`config.mk`:
```
export PLATFORM = sky130hd
export DESIGN_NAME = gtpv2_header_ie_parser_flat
export DESIGN_NICKNAME = d
export VERILOG_FILES = /design/src/rtl/gtph_pkg.sv /design/src/rtl/gtph_in_if.sv /design/src/rtl/gtph_out_if.sv /design/src/rtl/gtph_in_stage.sv /design/src/rtl/gtph_core.sv /design/src/rtl/gtph_out_stage.sv /design/src/rtl/gtpv2_header_ie_parser.sv /design/src/flat_wrapper.sv
export VERILOG_INCLUDE_DIRS = /design/src /design/src/rtl
export SDC_FILE = /design/constraint.sdc
export NUM_CORES = 1
export LEC_CHECK = 0
export ABC_AREA = 1
export BUFFER_PORTS_ARGS = -buffer_cell sky130_fd_sc_hd__clkbuf_2
export CAP_MARGIN = 20
export CORE_ASPECT_RATIO = 0.75
export CORE_MARGIN = 4
export CORE_UTILIZATION = 50
export DETAILED_ROUTE_END_ITERATION = 12
export PLACE_DENSITY = 0.77
export RECOVER_POWER = 50
export SETUP_SLACK_MARGIN = 0.2
export SYNTH_ARGS = -nofsm -noshare
export SYNTH_HDL_FRONTEND = slang
export SYNTH_SLANG_ARGS = --single-unit
```
`constraint.sdc`:
```
create_clock -name clk -period 6.35 [get_ports clk]
set_input_delay 0.635 -clock clk [delete_from_list [all_inputs] [get_ports clk]]
set_output_delay 0.635 -clock clk [all_outputs]
set_load 0.02 [all_outputs]
```
`src/rtl/gtpv2_header_ie_parser_macros.svh`:
```
// Assertion macros for the GTPv2 header and IE parser core.
`ifndef GTPV2_HEADER_IE_PARSER_MACROS_SVH
`define GTPV2_HEADER_IE_PARSER_MACROS_SVH
`ifndef SYNTHESIS
`define GTPH_ASSERT_SAME(name, ante, cons) \
  name: assert property (@(posedge clk) disable iff (!rst_n) (ante) |-> (cons)) \
    else $error("gtph assertion failed");
`define GTPH_ASSERT_NEXT(name, ante, cons) \
  name: assert property (@(posedge clk) disable iff (!rst_n) (ante) |=> (cons)) \
    else $error("gtph assertion failed");
`else
`define GTPH_ASSERT_SAME(name, ante, cons)
`define GTPH_ASSERT_NEXT(name, ante, cons)
`endif
`endif

```
`src/rtl/gtph_pkg.sv`:
```
// Types and constants for the GTPv2 header and IE parser.
package gtph_pkg;

  localparam int MAX_DIGITS_DEF = 15;
  localparam int LEN_BITS_DEF   = 16;

  localparam int DIGITS_W = 60;
  localparam int COUNT_W  = 4;
  localparam int HDR_BYTES = 12;

  localparam logic [7:0] VER_MASK = 8'hE8;
  localparam logic [7:0] VER_VAL  = 8'h48;
  localparam logic [3:0] FILLER   = 4'hF;

  localparam logic [7:0] IE_IMSI   = 8'd1;
  localparam logic [7:0] IE_CAUSE  = 8'd2;
  localparam logic [7:0] IE_MSISDN = 8'd76;
  localparam logic [7:0] IE_FTEID  = 8'd87;

  localparam logic [7:0] MSG_CREATE_SESS_REQ = 8'd32;
  localparam logic [7:0] MSG_DELETE_SESS_REQ = 8'd36;

  typedef enum logic [1:0] {
    ST_PARSED  = 2'd0,
    ST_BAD_VER = 2'd1,
    ST_SHORT   = 2'd2
  } status_t;

  typedef struct packed {
    logic       vld;
    logic [7:0] data;
    logic       last;
  } in_item_t;

  typedef struct packed {
    status_t               status;
    logic [7:0]            msg_type;
    logic [31:0]           tunnel_id;
    logic [31:0]           sequence_word;
    logic [7:0]            cause_value;
    logic [DIGITS_W-1:0]   imsi_digits;
    logic [COUNT_W-1:0]    imsi_count;
    logic [DIGITS_W-1:0]   msisdn_digits;
    logic [COUNT_W-1:0]    msisdn_count;
    logic                  truncated;
  } result_t;

endpackage

```
`src/rtl/gtph_in_if.sv`:
```
// Byte input channel: valid/ready plus one payload byte and its last mark.
interface gtph_in_if;
  logic       valid;
  logic       ready;
  logic [7:0] payload_byte;
  logic       last_byte;

  modport source (output valid, payload_byte, last_byte, input ready);
  modport sink   (input valid, payload_byte, last_byte, output ready);
endinterface

```
`src/rtl/gtph_out_if.sv`:
```
// Result channel: valid/ready plus the parsed header and IE fields.
interface gtph_out_if;
  logic                            valid;
  logic                            ready;
  logic [1:0]                      status;
  logic [7:0]                      msg_type;
  logic [31:0]                     tunnel_id;
  logic [31:0]                     sequence_word;
  logic [7:0]                      cause_value;
  logic [gtph_pkg::DIGITS_W-1:0]   imsi_digits;
  logic [gtph_pkg::COUNT_W-1:0]    imsi_count;
  logic [gtph_pkg::DIGITS_W-1:0]   msisdn_digits;
  logic [gtph_pkg::COUNT_W-1:0]    msisdn_count;
  logic                            truncated;

  modport source (output valid, status, msg_type, tunnel_id, sequence_word, cause_value,
                  imsi_digits, imsi_count, msisdn_digits, msisdn_count, truncated,
                  input ready);
  modport sink   (input valid, status, msg_type, tunnel_id, sequence_word, cause_value,
                  imsi_digits, imsi_count, msisdn_digits, msisdn_count, truncated,
                  output ready);
endinterface

```
`src/rtl/gtph_in_stage.sv`:
```
// Input register: holds one accepted byte until the parser core takes it.
module gtph_in_stage (
  input  logic               clk,
  input  logic               rst_n,
  gtph_in_if.sink            in_ch,
  input  logic               take,
  output gtph_pkg::in_item_t item
);

  logic       vld_r;
  logic [7:0] data_r;
  logic       last_r;
  logic       rdy;

  assign rdy         = !vld_r || take;
  assign in_ch.ready = rdy;

  always_ff @(posedge clk) begin
    if (!rst_n) begin
      vld_r <= 1'b0;
    end else if (rdy) begin
      vld_r <= in_ch.valid;
    end
  end

  always_ff @(posedge clk) begin
    if (in_ch.valid && rdy) begin
      data_r <= in_ch.payload_byte;
      last_r <= in_ch.last_byte;
    end
  end

  assign item.vld  = vld_r;
  assign item.data = data_r;
  assign item.last = last_r;

endmodule

```
`src/rtl/gtph_core.sv`:
```
// Parser core: header and IE state, updated once per byte, plus result build.
`include "gtpv2_header_ie_parser_macros.svh"
module gtph_core #(
  parameter int MAX_DIGITS = gtph_pkg::MAX_DIGITS_DEF,
  parameter int LEN_BITS   = gtph_pkg::LEN_BITS_DEF
) (
  input  logic                clk,
  input  logic                rst_n,
  input  gtph_pkg::in_item_t  s_in,
  input  logic                out_can,
  output logic                take,
  output logic                res_vld,
  output gtph_pkg::result_t   res
);

  localparam int LB = LEN_BITS;
  localparam int DW = 4 * MAX_DIGITS;
  localparam int CW = $clog2(MAX_DIGITS + 1);

  // IE walk offset: idle, three header bytes, then content (saturating)
  localparam logic [3:0] OFF_IDLE    = 4'd0;
  localparam logic [3:0] OFF_LEN_HI  = 4'd1;
  localparam logic [3:0] OFF_LEN_LO  = 4'd2;
  localparam logic [3:0] OFF_FLAGS   = 4'd3;
  localparam logic [3:0] OFF_CONTENT = 4'd4;
  localparam logic [3:0] OFF_CAUSE_OK = 4'd5;
  localparam logic [3:0] OFF_FTEID_LO = 4'd5;
  localparam logic [3:0] OFF_FTEID_HI = 4'd8;
  localparam logic [3:0] OFF_FTEID_OK = 4'd9;
  localparam logic [3:0] OFF_SAT      = 4'd15;

  logic [LB-1:0] pos_r, pos_nxt;
  logic          hdr_ok_r, hdr_ok_nxt;
  logic [7:0]    type_r, type_nxt;
  logic [LB-1:0] hlen_r, hlen_nxt;
  logic [31:0]   teid_r, teid_nxt;
  logic [31:0]   seq_r, seq_nxt;
  logic [7:0]    kind_r, kind_nxt;
  logic [LB-1:0] ilen_r, ilen_nxt;
  logic [3:0]    ioff_r, ioff_nxt;
  logic [31:0]   acc_r, acc_nxt;
  logic [7:0]    cause_r, cause_nxt;
  logic [DW-1:0] imsi_r, imsi_nxt;
  logic [DW-1:0] msisdn_r, msisdn_nxt;
  logic [3:0]    imsi_cnt_r, imsi_cnt_nxt;
  logic [3:0]    msisdn_cnt_r, msisdn_cnt_nxt;
  logic          stop_r, stop_nxt;
  logic [DW-1:0] scr_r, scr_nxt;
  logic [CW-1:0] scnt_r, scnt_nxt;

  logic [7:0]    b;
  logic          create, del;
  logic [LB-1:0] region, rel, ilen_dec;
  logic          commit;
  logic [3:0]    cm_off;
  logic [3:0]    lo, hi;
  logic          lo_ok, hi_ok, dig_en;
  logic [CW-1:0] n1;
  logic          clear;

  assign b      = s_in.data;
  assign take   = s_in.vld && (!s_in.last || out_can);
  assign clear  = take && s_in.last;
  assign create = (type_r == gtph_pkg::MSG_CREATE_SESS_REQ);
  assign del    = (type_r == gtph_pkg::MSG_DELETE_SESS_REQ);
  assign region = (hlen_r >= LB'(8)) ? hlen_r - LB'(8) : '0;
  assign rel    = pos_r - LB'(gtph_pkg::HDR_BYTES);
  assign ilen_dec = ilen_r - LB'(1);

  // BCD unpack: low nibble always a digit, high nibble a digit unless filler
  assign lo     = b[3:0];
  assign hi     = b[7:4];
  assign dig_en = create && !stop_r &&
                  (kind_r == gtph_pkg::IE_IMSI || kind_r == gtph_pkg::IE_MSISDN);
  assign lo_ok  = scnt_r < CW'(MAX_DIGITS);
  assign n1     = scnt_r + CW'(lo_ok);
  assign hi_ok  = (hi != gtph_pkg::FILLER) && (n1 < CW'(MAX_DIGITS));

  always_comb begin
    pos_nxt        = pos_r;
    hdr_ok_nxt     = hdr_ok_r;
    type_nxt       = type_r;
    hlen_nxt       = hlen_r;
    teid_nxt       = teid_r;
    seq_nxt        = seq_r;
    kind_nxt       = kind_r;
    ilen_nxt       = ilen_r;
    ioff_nxt       = ioff_r;
    acc_nxt        = acc_r;
    cause_nxt      = cause_r;
    imsi_nxt       = imsi_r;
    msisdn_nxt     = msisdn_r;
    imsi_cnt_nxt   = imsi_cnt_r;
    msisdn_cnt_nxt = msisdn_cnt_r;
    stop_nxt       = stop_r;
    scr_nxt        = scr_r;
    scnt_nxt       = scnt_r;
    commit         = 1'b0;
    cm_off         = ioff_r;

    if (!(&pos_r)) begin
      pos_nxt = pos_r + LB'(1);
      priority if (pos_r == LB'(0)) begin
        hdr_ok_nxt = ((b & gtph_pkg::VER_MASK) == gtph_pkg::VER_VAL);
      end else if (pos_r == LB'(1)) begin
        type_nxt = b;
      end else if (pos_r == LB'(2)) begin
        hlen_nxt = LB'({b, 8'h00});
      end else if (pos_r == LB'(3)) begin
        hlen_nxt = hlen_r | LB'(b);
      end else if (pos_r < LB'(8)) begin
        teid_nxt = {teid_r[23:0], b};
      end else if (pos_r < LB'(gtph_pkg::HDR_BYTES)) begin
        seq_nxt = {seq_r[23:0], b};
      end else begin
        unique case (ioff_r)
          OFF_IDLE: begin
            if (hdr_ok_r && rel < region) begin
              kind_nxt = b;
              ilen_nxt = '0;
              acc_nxt  = '0;
              scr_nxt  = '0;
              scnt_nxt = '0;
              stop_nxt = 1'b0;
              ioff_nxt = OFF_LEN_HI;
            end
          end
          OFF_LEN_HI: begin
            ilen_nxt = LB'({b, 8'h00});
            ioff_nxt = OFF_LEN_LO;
          end
          OFF_LEN_LO: begin
            ilen_nxt = ilen_r | LB'(b);
            ioff_nxt = OFF_FLAGS;
          end
          OFF_FLAGS: begin
            ioff_nxt = OFF_CONTENT;
            cm_off   = OFF_CONTENT;
            if (ilen_r == '0) begin
              commit   = 1'b1;
              ioff_nxt = OFF_IDLE;
            end
          end
          default: begin
            if (kind_r == gtph_pkg::IE_CAUSE && ioff_r == OFF_CONTENT) begin
              acc_nxt = {24'h0, b};
            end
            if (kind_r == gtph_pkg::IE_FTEID &&
                ioff_r >= OFF_FTEID_LO && ioff_r <= OFF_FTEID_HI) begin
              acc_nxt = {acc_r[23:0], b};
            end
            if (dig_en) begin
              for (int i = 0; i < MAX_DIGITS; i++) begin
                if (lo_ok && scnt_r == CW'(i)) begin
                  scr_nxt[4*i +: 4] = lo;
                end
                if (hi_ok && n1 == CW'(i)) begin
                  scr_nxt[4*i +: 4] = hi;
                end
              end
              scnt_nxt = n1 + CW'(hi_ok);
              stop_nxt = (hi == gtph_pkg::FILLER);
            end
            ioff_nxt = (ioff_r == OFF_SAT) ? OFF_SAT : ioff_r + 4'd1;
            cm_off   = ioff_nxt;
            ilen_nxt = ilen_dec;
            if (ilen_dec == '0) begin
              commit   = 1'b1;
              ioff_nxt = OFF_IDLE;
            end
          end
        endcase
      end
    end

    // a zero-length IE whose header ends on the final byte is dropped
    if (commit && !(cm_off == OFF_CONTENT && s_in.last)) begin
      if (kind_r == gtph_pkg::IE_FTEID && (create || del) && cm_off >= OFF_FTEID_OK) begin
        teid_nxt = acc_nxt;
      end
      if (kind_r == gtph_pkg::IE_CAUSE && cm_off >= OFF_CAUSE_OK) begin
        cause_nxt = acc_nxt[7:0];
      end
      if (create && kind_r == gtph_pkg::IE_IMSI) begin
        imsi_nxt     = scr_nxt;
        imsi_cnt_nxt = 4'(scnt_nxt);
      end
      if (create && kind_r == gtph_pkg::IE_MSISDN) begin
        msisdn_nxt     = scr_nxt;
        msisdn_cnt_nxt = 4'(scnt_nxt);
      end
    end
  end

  // result from the state as it stands after the final byte
  always_comb begin
    res     = '0;
    res_vld = clear;
    if (!hdr_ok_nxt) begin
      res.status = gtph_pkg::ST_BAD_VER;
    end else if (pos_nxt < LB'(gtph_pkg::HDR_BYTES)) begin
      res.status = gtph_pkg::ST_SHORT;
    end else begin
      res.status        = gtph_pkg::ST_PARSED;
      res.msg_type      = type_nxt;
      res.tunnel_id     = teid_nxt;
      res.sequence_word = seq_nxt;
      res.cause_value   = cause_nxt;
      res.imsi_digits   = gtph_pkg::DIGITS_W'(imsi_nxt);
      res.imsi_count    = imsi_cnt_nxt;
      res.msisdn_digits = gtph_pkg::DIGITS_W'(msisdn_nxt);
      res.msisdn_count  = msisdn_cnt_nxt;
      res.truncated     = ({1'b0, hlen_nxt} + (LB+1)'(4)) > {1'b0, pos_nxt};
    end
  end

  always_ff @(posedge clk) begin
    if (!rst_n || clear) begin
      pos_r        <= '0;
      hdr_ok_r     <= 1'b0;
      type_r       <= '0;
      hlen_r       <= '0;
      teid_r       <= '0;
      seq_r        <= '0;
      kind_r       <= '0;
      ilen_r       <= '0;
      ioff_r       <= OFF_IDLE;
      acc_r        <= '0;
      cause_r      <= '0;
      imsi_r       <= '0;
      msisdn_r     <= '0;
      imsi_cnt_r   <= '0;
      msisdn_cnt_r <= '0;
      stop_r       <= 1'b0;
      scr_r        <= '0;
      scnt_r       <= '0;
    end else if (take) begin
      pos_r        <= pos_nxt;
      hdr_ok_r     <= hdr_ok_nxt;
      type_r       <= type_nxt;
      hlen_r       <= hlen_nxt;
      teid_r       <= teid_nxt;
      seq_r        <= seq_nxt;
      kind_r       <= kind_nxt;
      ilen_r       <= ilen_nxt;
      ioff_r       <= ioff_nxt;
      acc_r        <= acc_nxt;
      cause_r      <= cause_nxt;
      imsi_r       <= imsi_nxt;
      msisdn_r     <= msisdn_nxt;
      imsi_cnt_r   <= imsi_cnt_nxt;
      msisdn_cnt_r <= msisdn_cnt_nxt;
      stop_r       <= stop_nxt;
      scr_r        <= scr_nxt;
      scnt_r       <= scnt_nxt;
    end
  end

  `GTPH_ASSERT_NEXT(a_clear_after_last, take && s_in.last, pos_r == '0 && ioff_r == OFF_IDLE)
  `GTPH_ASSERT_SAME(a_ie_walk_needs_hdr, ioff_r != OFF_IDLE, hdr_ok_r)
  `GTPH_ASSERT_SAME(a_digit_count_bound, 1'b1, scnt_r <= CW'(MAX_DIGITS))
  `GTPH_ASSERT_SAME(a_bad_ver_no_fields, res_vld && res.status == gtph_pkg::ST_BAD_VER, res.tunnel_id == '0 && res.truncated == 1'b0)

endmodule

```
`src/rtl/gtph_out_stage.sv`:
```
// Result register: holds one finished result until the receiver takes it.
module gtph_out_stage (
  input  logic              clk,
  input  logic              rst_n,
  input  logic              res_vld,
  input  gtph_pkg::result_t res,
  output logic              out_can,
  gtph_out_if.source        out_ch
);

  logic              vld_r;
  gtph_pkg::result_t data_r;

  assign out_can = !vld_r || out_ch.ready;

  always_ff @(posedge clk) begin
    if (!rst_n) begin
      vld_r <= 1'b0;
    end else if (res_vld) begin
      vld_r <= 1'b1;
    end else if (out_ch.ready) begin
      vld_r <= 1'b0;
    end
  end

  always_ff @(posedge clk) begin
    if (res_vld) begin
      data_r <= res;
    end
  end

  assign out_ch.valid         = vld_r;
  assign out_ch.status        = data_r.status;
  assign out_ch.msg_type      = data_r.msg_type;
  assign out_ch.tunnel_id     = data_r.tunnel_id;
  assign out_ch.sequence_word = data_r.sequence_word;
  assign out_ch.cause_value   = data_r.cause_value;
  assign out_ch.imsi_digits   = data_r.imsi_digits;
  assign out_ch.imsi_count    = data_r.imsi_count;
  assign out_ch.msisdn_digits = data_r.msisdn_digits;
  assign out_ch.msisdn_count  = data_r.msisdn_count;
  assign out_ch.truncated     = data_r.truncated;

endmodule

```
`src/rtl/gtpv2_header_ie_parser.sv`:
```
// Top level of the GTPv2-C header and IE parser.
// Usage:
//   in_ch carries the UDP payload of one GTPv2-C message, one byte per
//   transaction, with last_byte set on the final byte. Bytes of the next
//   message may follow right behind the final one.
//   out_ch carries one result transaction per message, issued for its
//   final byte: status, message type, TEID (the F-TEID TEID in create or
//   delete session requests), sequence word, cause, IMSI and MSISDN digits
//   with their counts, and a truncation flag.
// Timing:
//   One byte per cycle sustained while no final byte waits on a full result
//   register. A byte lands in the input register, and the parser core
//   updates its registers when it takes the byte; for a final byte the
//   result register loads at that same edge and holds the result until taken.
// Backpressure:
//   While the result register is full and not taken, only a final byte
//   waits in the input register; other bytes keep flowing, so a stalled
//   receiver costs nothing until the next message ends.
// Reset:
//   rst_n (synchronous) empties both registers and clears all parser
//   state; the parser also returns to that state after every final byte.
module gtpv2_header_ie_parser #(
  parameter int MAX_DIGITS = gtph_pkg::MAX_DIGITS_DEF,
  parameter int LEN_BITS   = gtph_pkg::LEN_BITS_DEF
) (
  input  logic        clk,
  input  logic        rst_n,
  gtph_in_if.sink     in_ch,
  gtph_out_if.source  out_ch
);

  gtph_pkg::in_item_t item;
  gtph_pkg::result_t  res;
  logic               take;
  logic               res_vld;
  logic               out_can;

  // input transaction register
  gtph_in_stage u_in (
    .clk   (clk),
    .rst_n (rst_n),
    .in_ch (in_ch),
    .take  (take),
    .item  (item)
  );

  // per-byte header/IE state and result assembly
  gtph_core #(
    .MAX_DIGITS (MAX_DIGITS),
    .LEN_BITS   (LEN_BITS)
  ) u_core (
    .clk     (clk),
    .rst_n   (rst_n),
    .s_in    (item),
    .out_can (out_can),
    .take    (take),
    .res_vld (res_vld),
    .res     (res)
  );

  // result transaction register
  gtph_out_stage u_out (
    .clk     (clk),
    .rst_n   (rst_n),
    .res_vld (res_vld),
    .res     (res),
    .out_can (out_can),
    .out_ch  (out_ch)
  );

endmodule
```
`src/flat_wrapper.sv`:
```
// flat-port wrapper written by rule: the top's interface ports become plain ports
module gtpv2_header_ie_parser_flat 
#(
  parameter int MAX_DIGITS = gtph_pkg::MAX_DIGITS_DEF,
  parameter int LEN_BITS   = gtph_pkg::LEN_BITS_DEF
)
  (clk, rst_n, in_ch_valid, in_ch_payload_byte, in_ch_last_byte, in_ch_ready, out_ch_valid, out_ch_status, out_ch_msg_type, out_ch_tunnel_id, out_ch_sequence_word, out_ch_cause_value, out_ch_imsi_digits, out_ch_imsi_count, out_ch_msisdn_digits, out_ch_msisdn_count, out_ch_truncated, out_ch_ready);
  gtph_in_if in_ch_i ();
  gtph_out_if out_ch_i ();
  input  logic clk;
  input  logic rst_n;
  input wire logic [$bits(in_ch_i.valid)-1:0] in_ch_valid;
  input wire logic [$bits(in_ch_i.payload_byte)-1:0] in_ch_payload_byte;
  input wire logic [$bits(in_ch_i.last_byte)-1:0] in_ch_last_byte;
  output wire logic [$bits(in_ch_i.ready)-1:0] in_ch_ready;
  output wire logic [$bits(out_ch_i.valid)-1:0] out_ch_valid;
  output wire logic [$bits(out_ch_i.status)-1:0] out_ch_status;
  output wire logic [$bits(out_ch_i.msg_type)-1:0] out_ch_msg_type;
  output wire logic [$bits(out_ch_i.tunnel_id)-1:0] out_ch_tunnel_id;
  output wire logic [$bits(out_ch_i.sequence_word)-1:0] out_ch_sequence_word;
  output wire logic [$bits(out_ch_i.cause_value)-1:0] out_ch_cause_value;
  output wire logic [$bits(out_ch_i.imsi_digits)-1:0] out_ch_imsi_digits;
  output wire logic [$bits(out_ch_i.imsi_count)-1:0] out_ch_imsi_count;
  output wire logic [$bits(out_ch_i.msisdn_digits)-1:0] out_ch_msisdn_digits;
  output wire logic [$bits(out_ch_i.msisdn_count)-1:0] out_ch_msisdn_count;
  output wire logic [$bits(out_ch_i.truncated)-1:0] out_ch_truncated;
  input wire logic [$bits(out_ch_i.ready)-1:0] out_ch_ready;
  assign in_ch_i.valid = in_ch_valid;
  assign in_ch_i.payload_byte = in_ch_payload_byte;
  assign in_ch_i.last_byte = in_ch_last_byte;
  assign in_ch_ready = in_ch_i.ready;
  assign out_ch_valid = out_ch_i.valid;
  assign out_ch_status = out_ch_i.status;
  assign out_ch_msg_type = out_ch_i.msg_type;
  assign out_ch_tunnel_id = out_ch_i.tunnel_id;
  assign out_ch_sequence_word = out_ch_i.sequence_word;
  assign out_ch_cause_value = out_ch_i.cause_value;
  assign out_ch_imsi_digits = out_ch_i.imsi_digits;
  assign out_ch_imsi_count = out_ch_i.imsi_count;
  assign out_ch_msisdn_digits = out_ch_i.msisdn_digits;
  assign out_ch_msisdn_count = out_ch_i.msisdn_count;
  assign out_ch_truncated = out_ch_i.truncated;
  assign out_ch_i.ready = out_ch_ready;
  gtpv2_header_ie_parser #(.MAX_DIGITS(MAX_DIGITS), .LEN_BITS(LEN_BITS)) u_core (.clk(clk), .rst_n(rst_n), .in_ch(in_ch_i), .out_ch(out_ch_i));
endmodule
```
==> impl_metrics.toml, run 1 <==
[logic_synthesis]
synthTopCellsByArea = "dfxtp_1 24%, edfxtp_1 21%, nand2_1 13%, inv_1 6.4%, a21oi_1 6.4%"
synthDistinctLibCells = 52
synth_flop_cell = "dfxtp_1"
netlist.area_leader.share_pct = 23.7
synth_common_cells = "1,099 x nand2_1, 530 x inv_1, 463 x nor2_1"
synth-seq-area-share_pct = 44.9
avgSynthCellArea_um2 = 7.21
synth_warnings = 0
syn-cell-area_mm2 = 0.0311
synth_top_cell_by_area = "dfxtp_1"
synthCells = 4315
async_reset_ff_share_pct = 0
synth-edff-count = 220
yosysMostFrequentCell = "nand2_1"
synth_fp_nets = 4378
ys_seq_elements = 588

[worst_setup_path]
slowest_delay_ns = 2.15
worstPathRequired_ns = 6.88
crit_type = "flip-flop to flip-flop"
cp_max_fo = 139
startpoint_type = "flip-flop"
crit_start = "u_core.u_in.last_r$_DFFE_PP_"
slowest_stage = "buf_2"
endpoint_kind = "flip-flop"
arrival_ns = 5.79
crit_chain = "nand2_1 -> nand2_4 -> inv_8 -> nand2_1 -> nand2_4 -> buf_2 -> a21oi_1 -> nand2_1 -> inv_1"
worstReg2RegStart = "u_core.u_in.last_r$_DFFE_PP_"
cp_top_family = "buffers and inverters"
crit_path_frequent_cell = "nand2_1"
path_buf_inv = 3

[floorplan]
die_h_um = 224
core-area_mm2 = 0.0610
io_pins = 226
die_x_um = 296
die-area_mm2 = 0.0663
rows = 78
start_util_pct = 51.0

[routing]
wl_per_cell_um = 16.3
drt_first_pass_iters = 5
drc = 0
num_vias = 28300
drtIter0Drc = 3311
via_per_inst = 5.41
ant_nets = 0
routed_wl_mm = 85.2

[power]
power.density_mw_per_mm2 = 270
p_leak_nw = 15.1
irDropWorstVdd_mv = 0.216

[global_route]
antenna_found_initial = 0
grt_max_degree = 140
grt_pass1_wl_mm = 135
grt_use_total_pct = 24.9
globalRoute.totalOverflow = 0
grt_pass1_vias = 25300

[cells_and_area]
fin_area_mm2 = 0.0342
drive_gt1_share_pct = 4.80
fin_cells = 5242
num_antenna_cells = 0
nNetsFinal = 4454
syn2layout_area_growth_pct = 9.90

[timing]
finalHoldViolations = 0
worst_pin_slew_ns = 3.10
slew_headroom_pct = -107
hold_ws_ns = 0.206
skew_ns = 0.0385
setup_tns_ns = 0
setup_violations = 0
slew_viol_final = 279
rsz0062_at_grt = "no"
fmax_mhz = 190
period_needed_ns = 5.26
finalCritPeriodShare_pct = 82.8

[flow_run]
drv_cap = 3

[hold_path]
hp-class = "input port to flip-flop"
min_from = "in_ch_payload_byte[2]"

[cts]
cts.sinks = 588
clk_path_buf_depth = 3
insertion_delay_ns = 0.63
ctsHtreeMaxLevel = 2
cts_tree = "done"
cts.repair.resized = 0
ctsHoldBuffers = 0
cts_setup_buffers = 0
cts-buffers-inserted = 59
clock-root-buffer = "clkbuf_16"
cts.clk_slew.worst_paths_ns = 0.07

[placed_design]
gp_congestion = 0.932
placed_cells = 5129
io_buffers = 225
hpwlAfterDp_mm = 54.0
dpl-instance-area_mm2 = 0.0325

[run_status]
status = "complete, but fails checks"
violations = "max-capacitance violations, max-slew violations"
[per-layer routing]
layer  wire length [um]  GRT usage, %  part of all wire (%)
met1              39500          37.4                    46
met2              36400          37.2                    43
met3               7580          4.45                   8.9
met4               1710          5.97                   2.0
met5                  0             0                     0
[path summary, 6_finish.rpt]
kind,end,slack (ns),cells after the start
max,u_core.u_core.teid_r[14]$_SDFFE_PP0P_,1.09,9
min,u_core.u_in.data_r[2]$_DFFE_PP_,0.21,1
max reg2reg,u_core.u_core.teid_r[14]$_SDFFE_PP0P_,1.09,9
min reg2reg,u_core.u_core.ilen_r[15]$_SDFFE_PP0P_,0.46,2
[stage by stage]
stage	utilization, %	total power, W	setup WS [ns]
2_1_floorplan	-	0.00538	0.706
3_3_place_gp	53.3	0.00571	1.85
3_5_place_dp	53.3	0.00574	1.82
4_1_cts	56.5	0.00927	1.78
5_1_grt	56.1	0.00965	0.747
6_report	56.1	0.00924	1.09
[cell families after synthesis]
logic type      synth area share (%)
flops                           44.9
simple gates                    25.0
mux                             1.56
compound gates                  15.0
buf+inv                         10.2
fa+ha+maj                       2.01
xor+xnor                        1.32
[report_power, final]
part	switching [W]	total [W]	internal [W]
clock network	0.00153	0.00356	0.00202
registers	0.000117	0.00422	0.00410
logic	0.00102	0.00146	0.000444
total	0.00267	0.00924	0.00657
[cells in the final DEF (no fill, tap or decap), types with 62 or more instances in the layout]
master and instances:
clkbuf_1 233, nor2_1 464, nand2_1 1096, o21ai_0 345
clkbuf_16 62, edfxtp_1 220, nand3_1 268, inv_1 528
dfxtp_1 368, a21oi_1 396
[worst register-to-register path, stage by stage (launching register included)]
cell and delay [ns]:
edfxtp_1 0.52, nand2_1 0.17, nand2_4 0.28, inv_8 0.67
nand2_1 0.31, nand2_4 0.49, buf_2 2.16, a21oi_1 0.34
nand2_1 0.19, inv_1 0.05
[layout make-up]
| type | count | area (um^2) |
|---|---|---|
| inverter | 552 | 2080 |
| clock inverter | 31 | 318 |
| tap | 800 | 1000 |
| clock buffer | 81 | 1640 |
| sequential | 588 | 14000 |
| timing repair buffer | 259 | 1170 |
| multi-input combinational | 2931 | 14000 |
| fill | 5701 | 26800 |
[state kept, by name, indices dropped and copies added (netlist names), 32 cells and up]
| register | flops |
|---|---|
| u_core.u_core.imsi_r | 60 |
| u_core.u_out.out_ch.sequence_word | 32 |
| u_core.u_out.out_ch.imsi_digits | 60 |
| u_core.u_core.msisdn_r | 60 |
| u_core.u_core.teid_r | 32 |
| u_core.u_core.scr_r | 60 |
| u_core.u_out.out_ch.msisdn_digits | 60 |
| u_core.u_core.seq_r | 32 |
| u_core.u_out.out_ch.tunnel_id | 32 |
| u_core.u_core.acc_r | 32 |
Power figures use the tool's default switching activity.
==> inputs of run 2 (changes only) <==
ABC_AREA = 0   (was 1)
clock period = 4.9 ns   (was 6.35 ns; I/O delays follow)
==> run 2 against run 1 <==
The run still ends with max-capacitance violations, max-slew violations left. Area after synthesis is 1.3% lower. Utilization is 0.76 points higher. Cell count is 15% lower. Sequential cell count stayed put. Design area is 0.87% higher. First-iteration DRC count is 0.72% higher. Critical path depth is 5 higher. Clock power is 34% higher. Sequential share of layout area is 0.35 points lower. Fmax is 16% higher. Clock skew is 0.015 ns higher. Critical path type unchanged. Critical endpoint is now u_core.u_out.out_ch.tunnel_id[15]$_SDFFCE_PP0P_.
==> impl_metrics.toml, run 2 <==
[placed_design]
gp_congestion = 0.998
placed_cells = 4325
io_buffers = 225
hpwlAfterDp_mm = 58.8

[timing]
worst_pin_slew_ns = 2.04
finalHoldViolations = 0
setup_violations = 0
period_needed_ns = 4.52
skew_ns = 0.0535
rsz0062_at_grt = "yes"
fmax_mhz = 221
setup_tns_ns = 0
slew_viol_final = 275
hold_ws_ns = 0.0482
slew_headroom_pct = -36.2
finalCritPeriodShare_pct = 92.3

[cells_and_area]
drive_gt1_share_pct = 8.30
nNetsFinal = 3653
fin_cells = 4440
num_antenna_cells = 0
layout_commonest_cell = "nand2_1"
syn2layout_area_growth_pct = 12.3
layout_common_cells = "742 x nand2_1, 367 x dfxtp_1, 300 x mux2i_1, 293 x nor2_1, 274 x a21oi_1"

[cts]
insertion_delay_ns = 0.66
clock-root-buffer = "clkbuf_16"
cts_tree = "done"
clk_path_buf_depth = 3
ctsHtreeMaxLevel = 2
cts.clk_slew.worst_paths_ns = 0.07
cts.sinks = 588
cts-buffers-inserted = 58

[floorplan]
rows = 78
start_util_pct = 50.6
core-area_mm2 = 0.0607
io_pins = 226
die_h_um = 223
die-area_mm2 = 0.0655
die_x_um = 294

[run_status]
violations = "max-capacitance violations, max-slew violations"
status = "complete, but fails checks"

[routing]
ant_nets = 0
routed_wl_mm = 91.3
drc = 0
num_vias = 27100
drt_first_pass_iters = 5
wl_per_cell_um = 20.6
via_per_inst = 6.10
drtIter0Drc = 3335

[logic_synthesis]
synth_flop_cell = "dfxtp_1"
synth-edff-count = 220
syn-cell-area_mm2 = 0.0307
ys_seq_elements = 588
synth_top_cell_by_area = "dfxtp_1"
async_reset_ff_share_pct = 0
synthTopCellsByArea = "dfxtp_1 24%, edfxtp_1 21%, mux2i_1 9.8%, nand2_1 9.1%, a21oi_1 4.5%"
synth-seq-area-share_pct = 45.5
synthCells = 3476
synth_warnings = 0
avgSynthCellArea_um2 = 8.84
synth_common_cells = "745 x nand2_1, 368 x dfxtp_1, 300 x mux2i_1"
synth_fp_nets = 3539
netlist.area_leader.share_pct = 24.0
yosysMostFrequentCell = "nand2_1"
synthDistinctLibCells = 84

[power]
power.density_mw_per_mm2 = 307
irDropWorstVdd_mv = 0.231
p_leak_nw = 12.5
power_w = 0.0106

[worst_setup_path]
cp_max_fo = 11
arrival_ns = 4.89
startpoint_type = "flip-flop"
slowest_delay_ns = 0.64
worstRegToRegCells = 14
worstPathRequired_ns = 5.27
crit_type = "flip-flop to flip-flop"
endpoint_kind = "flip-flop"
crit_chain = "or4_1 -> or2_2 -> a2111oi_0 -> o22ai_1 -> ha_1 -> nand2_1 -> nor3_1 -> o2bb2ai_1 -> or4bb_1 -> o31ai_4 -> nand3_2 -> buf_4 -> a22oi_1 -> a211oi_1"
slowest_stage = "or4_1"

[global_route]
grt_pass1_vias = 25000
grt_max_degree = 122
antenna_found_initial = 0
grt_use_total_pct = 26.9
globalRoute.totalOverflow = 0
grt_pass1_wl_mm = 143

[flow_run]
drv_cap = 4

[hold_path]
hp-class = "input port to flip-flop"
min_path_cells = 1
[run 2: timing repair]
item	in CTS	in global routing
gates resized for setup	1	12
pin swaps	0	1
buffers inserted	0	1
cloned	0	0
endpoints found under the setup margin	10	31
hold buffers	2	0
hold endpoints to repair	2	0
[run 2: layout make-up]
class,instances,area [um^2]
Multi-Input combinational cell,2562,15500
Tap cell,800,1000
Clock inverter,31,349
Timing Repair Buffer,346,1900
Clock buffer,79,1700
Fill cell,5382,26200
Sequential cell,588,14000
Inverter,34,128
[run 2: path summary, 6_finish.rpt]
path	startpoint	to	slack (ns)
max reg2reg	u_core.u_core.hlen_r[4]$_SDFFE_PP0P_	u_core.u_out.out_ch.tunnel_id[15]$_SDFFCE_PP0P_	0.38
min	in_ch_payload_byte[6]	u_core.u_in.data_r[6]$_DFFE_PP_	0.05
max	u_core.u_core.hlen_r[4]$_SDFFE_PP0P_	u_core.u_out.out_ch.tunnel_id[15]$_SDFFCE_PP0P_	0.38
min reg2reg	u_core.u_core.seq_r[24]$_SDFFE_PP0P_	u_core.u_core.seq_r[24]$_SDFFE_PP0P_	0.45
[run 2: through the flow]
stage               utilization (%)  instance area, um^2  worst slack (ns)
floorplan                         -                30700             0.356
global placement               53.8                32700             0.318
detailed placement             53.8                32700             0.165
CTS                            57.2                34700             0.239
global route                   56.8                34500             0.101
finish                         56.8                34500             0.379
[run 2: report_power, final]
group          internal, W  switching (W)  total [W]
Combinational     0.000188       0.000494   0.000682
Sequential         0.00510      0.0000473    0.00515
Clock              0.00272        0.00206    0.00478
[run 2: cell families after synthesis]
group	after synthesis	synth area share, %
compound gates	691	14.7
flops	588	45.5
simple gates	1432	20.6
buf+inv	326	4.71
fa+ha+maj	50	2.04
mux	330	10.9
xor+xnor	59	1.68
[run 2: metal layers]
| layer | GRT usage, % | part of all wire, % | vias to the layer above |
|---|---|---|---|
| met2 | 38.3 | 41 | 1349 |
| li1 | - | - | 12700 |
| met3 | 6.49 | 11 | 168 |
| met4 | 6.74 | 2.2 | 0 |
| met5 | 0 | 0 | - |
| met1 | 40.9 | 46 | 12900 |
[run 2: worst max-delay path: cells and delay by family (launching register included)]
| family | cells | cell delay (ns) |
|---|---|---|
| compound gates | 6 | 1.34 |
| fa+ha+maj | 1 | 0.30 |
| buf+inv | 1 | 0.27 |
| flops | 1 | 0.34 |
| simple gates | 6 | 1.99 |
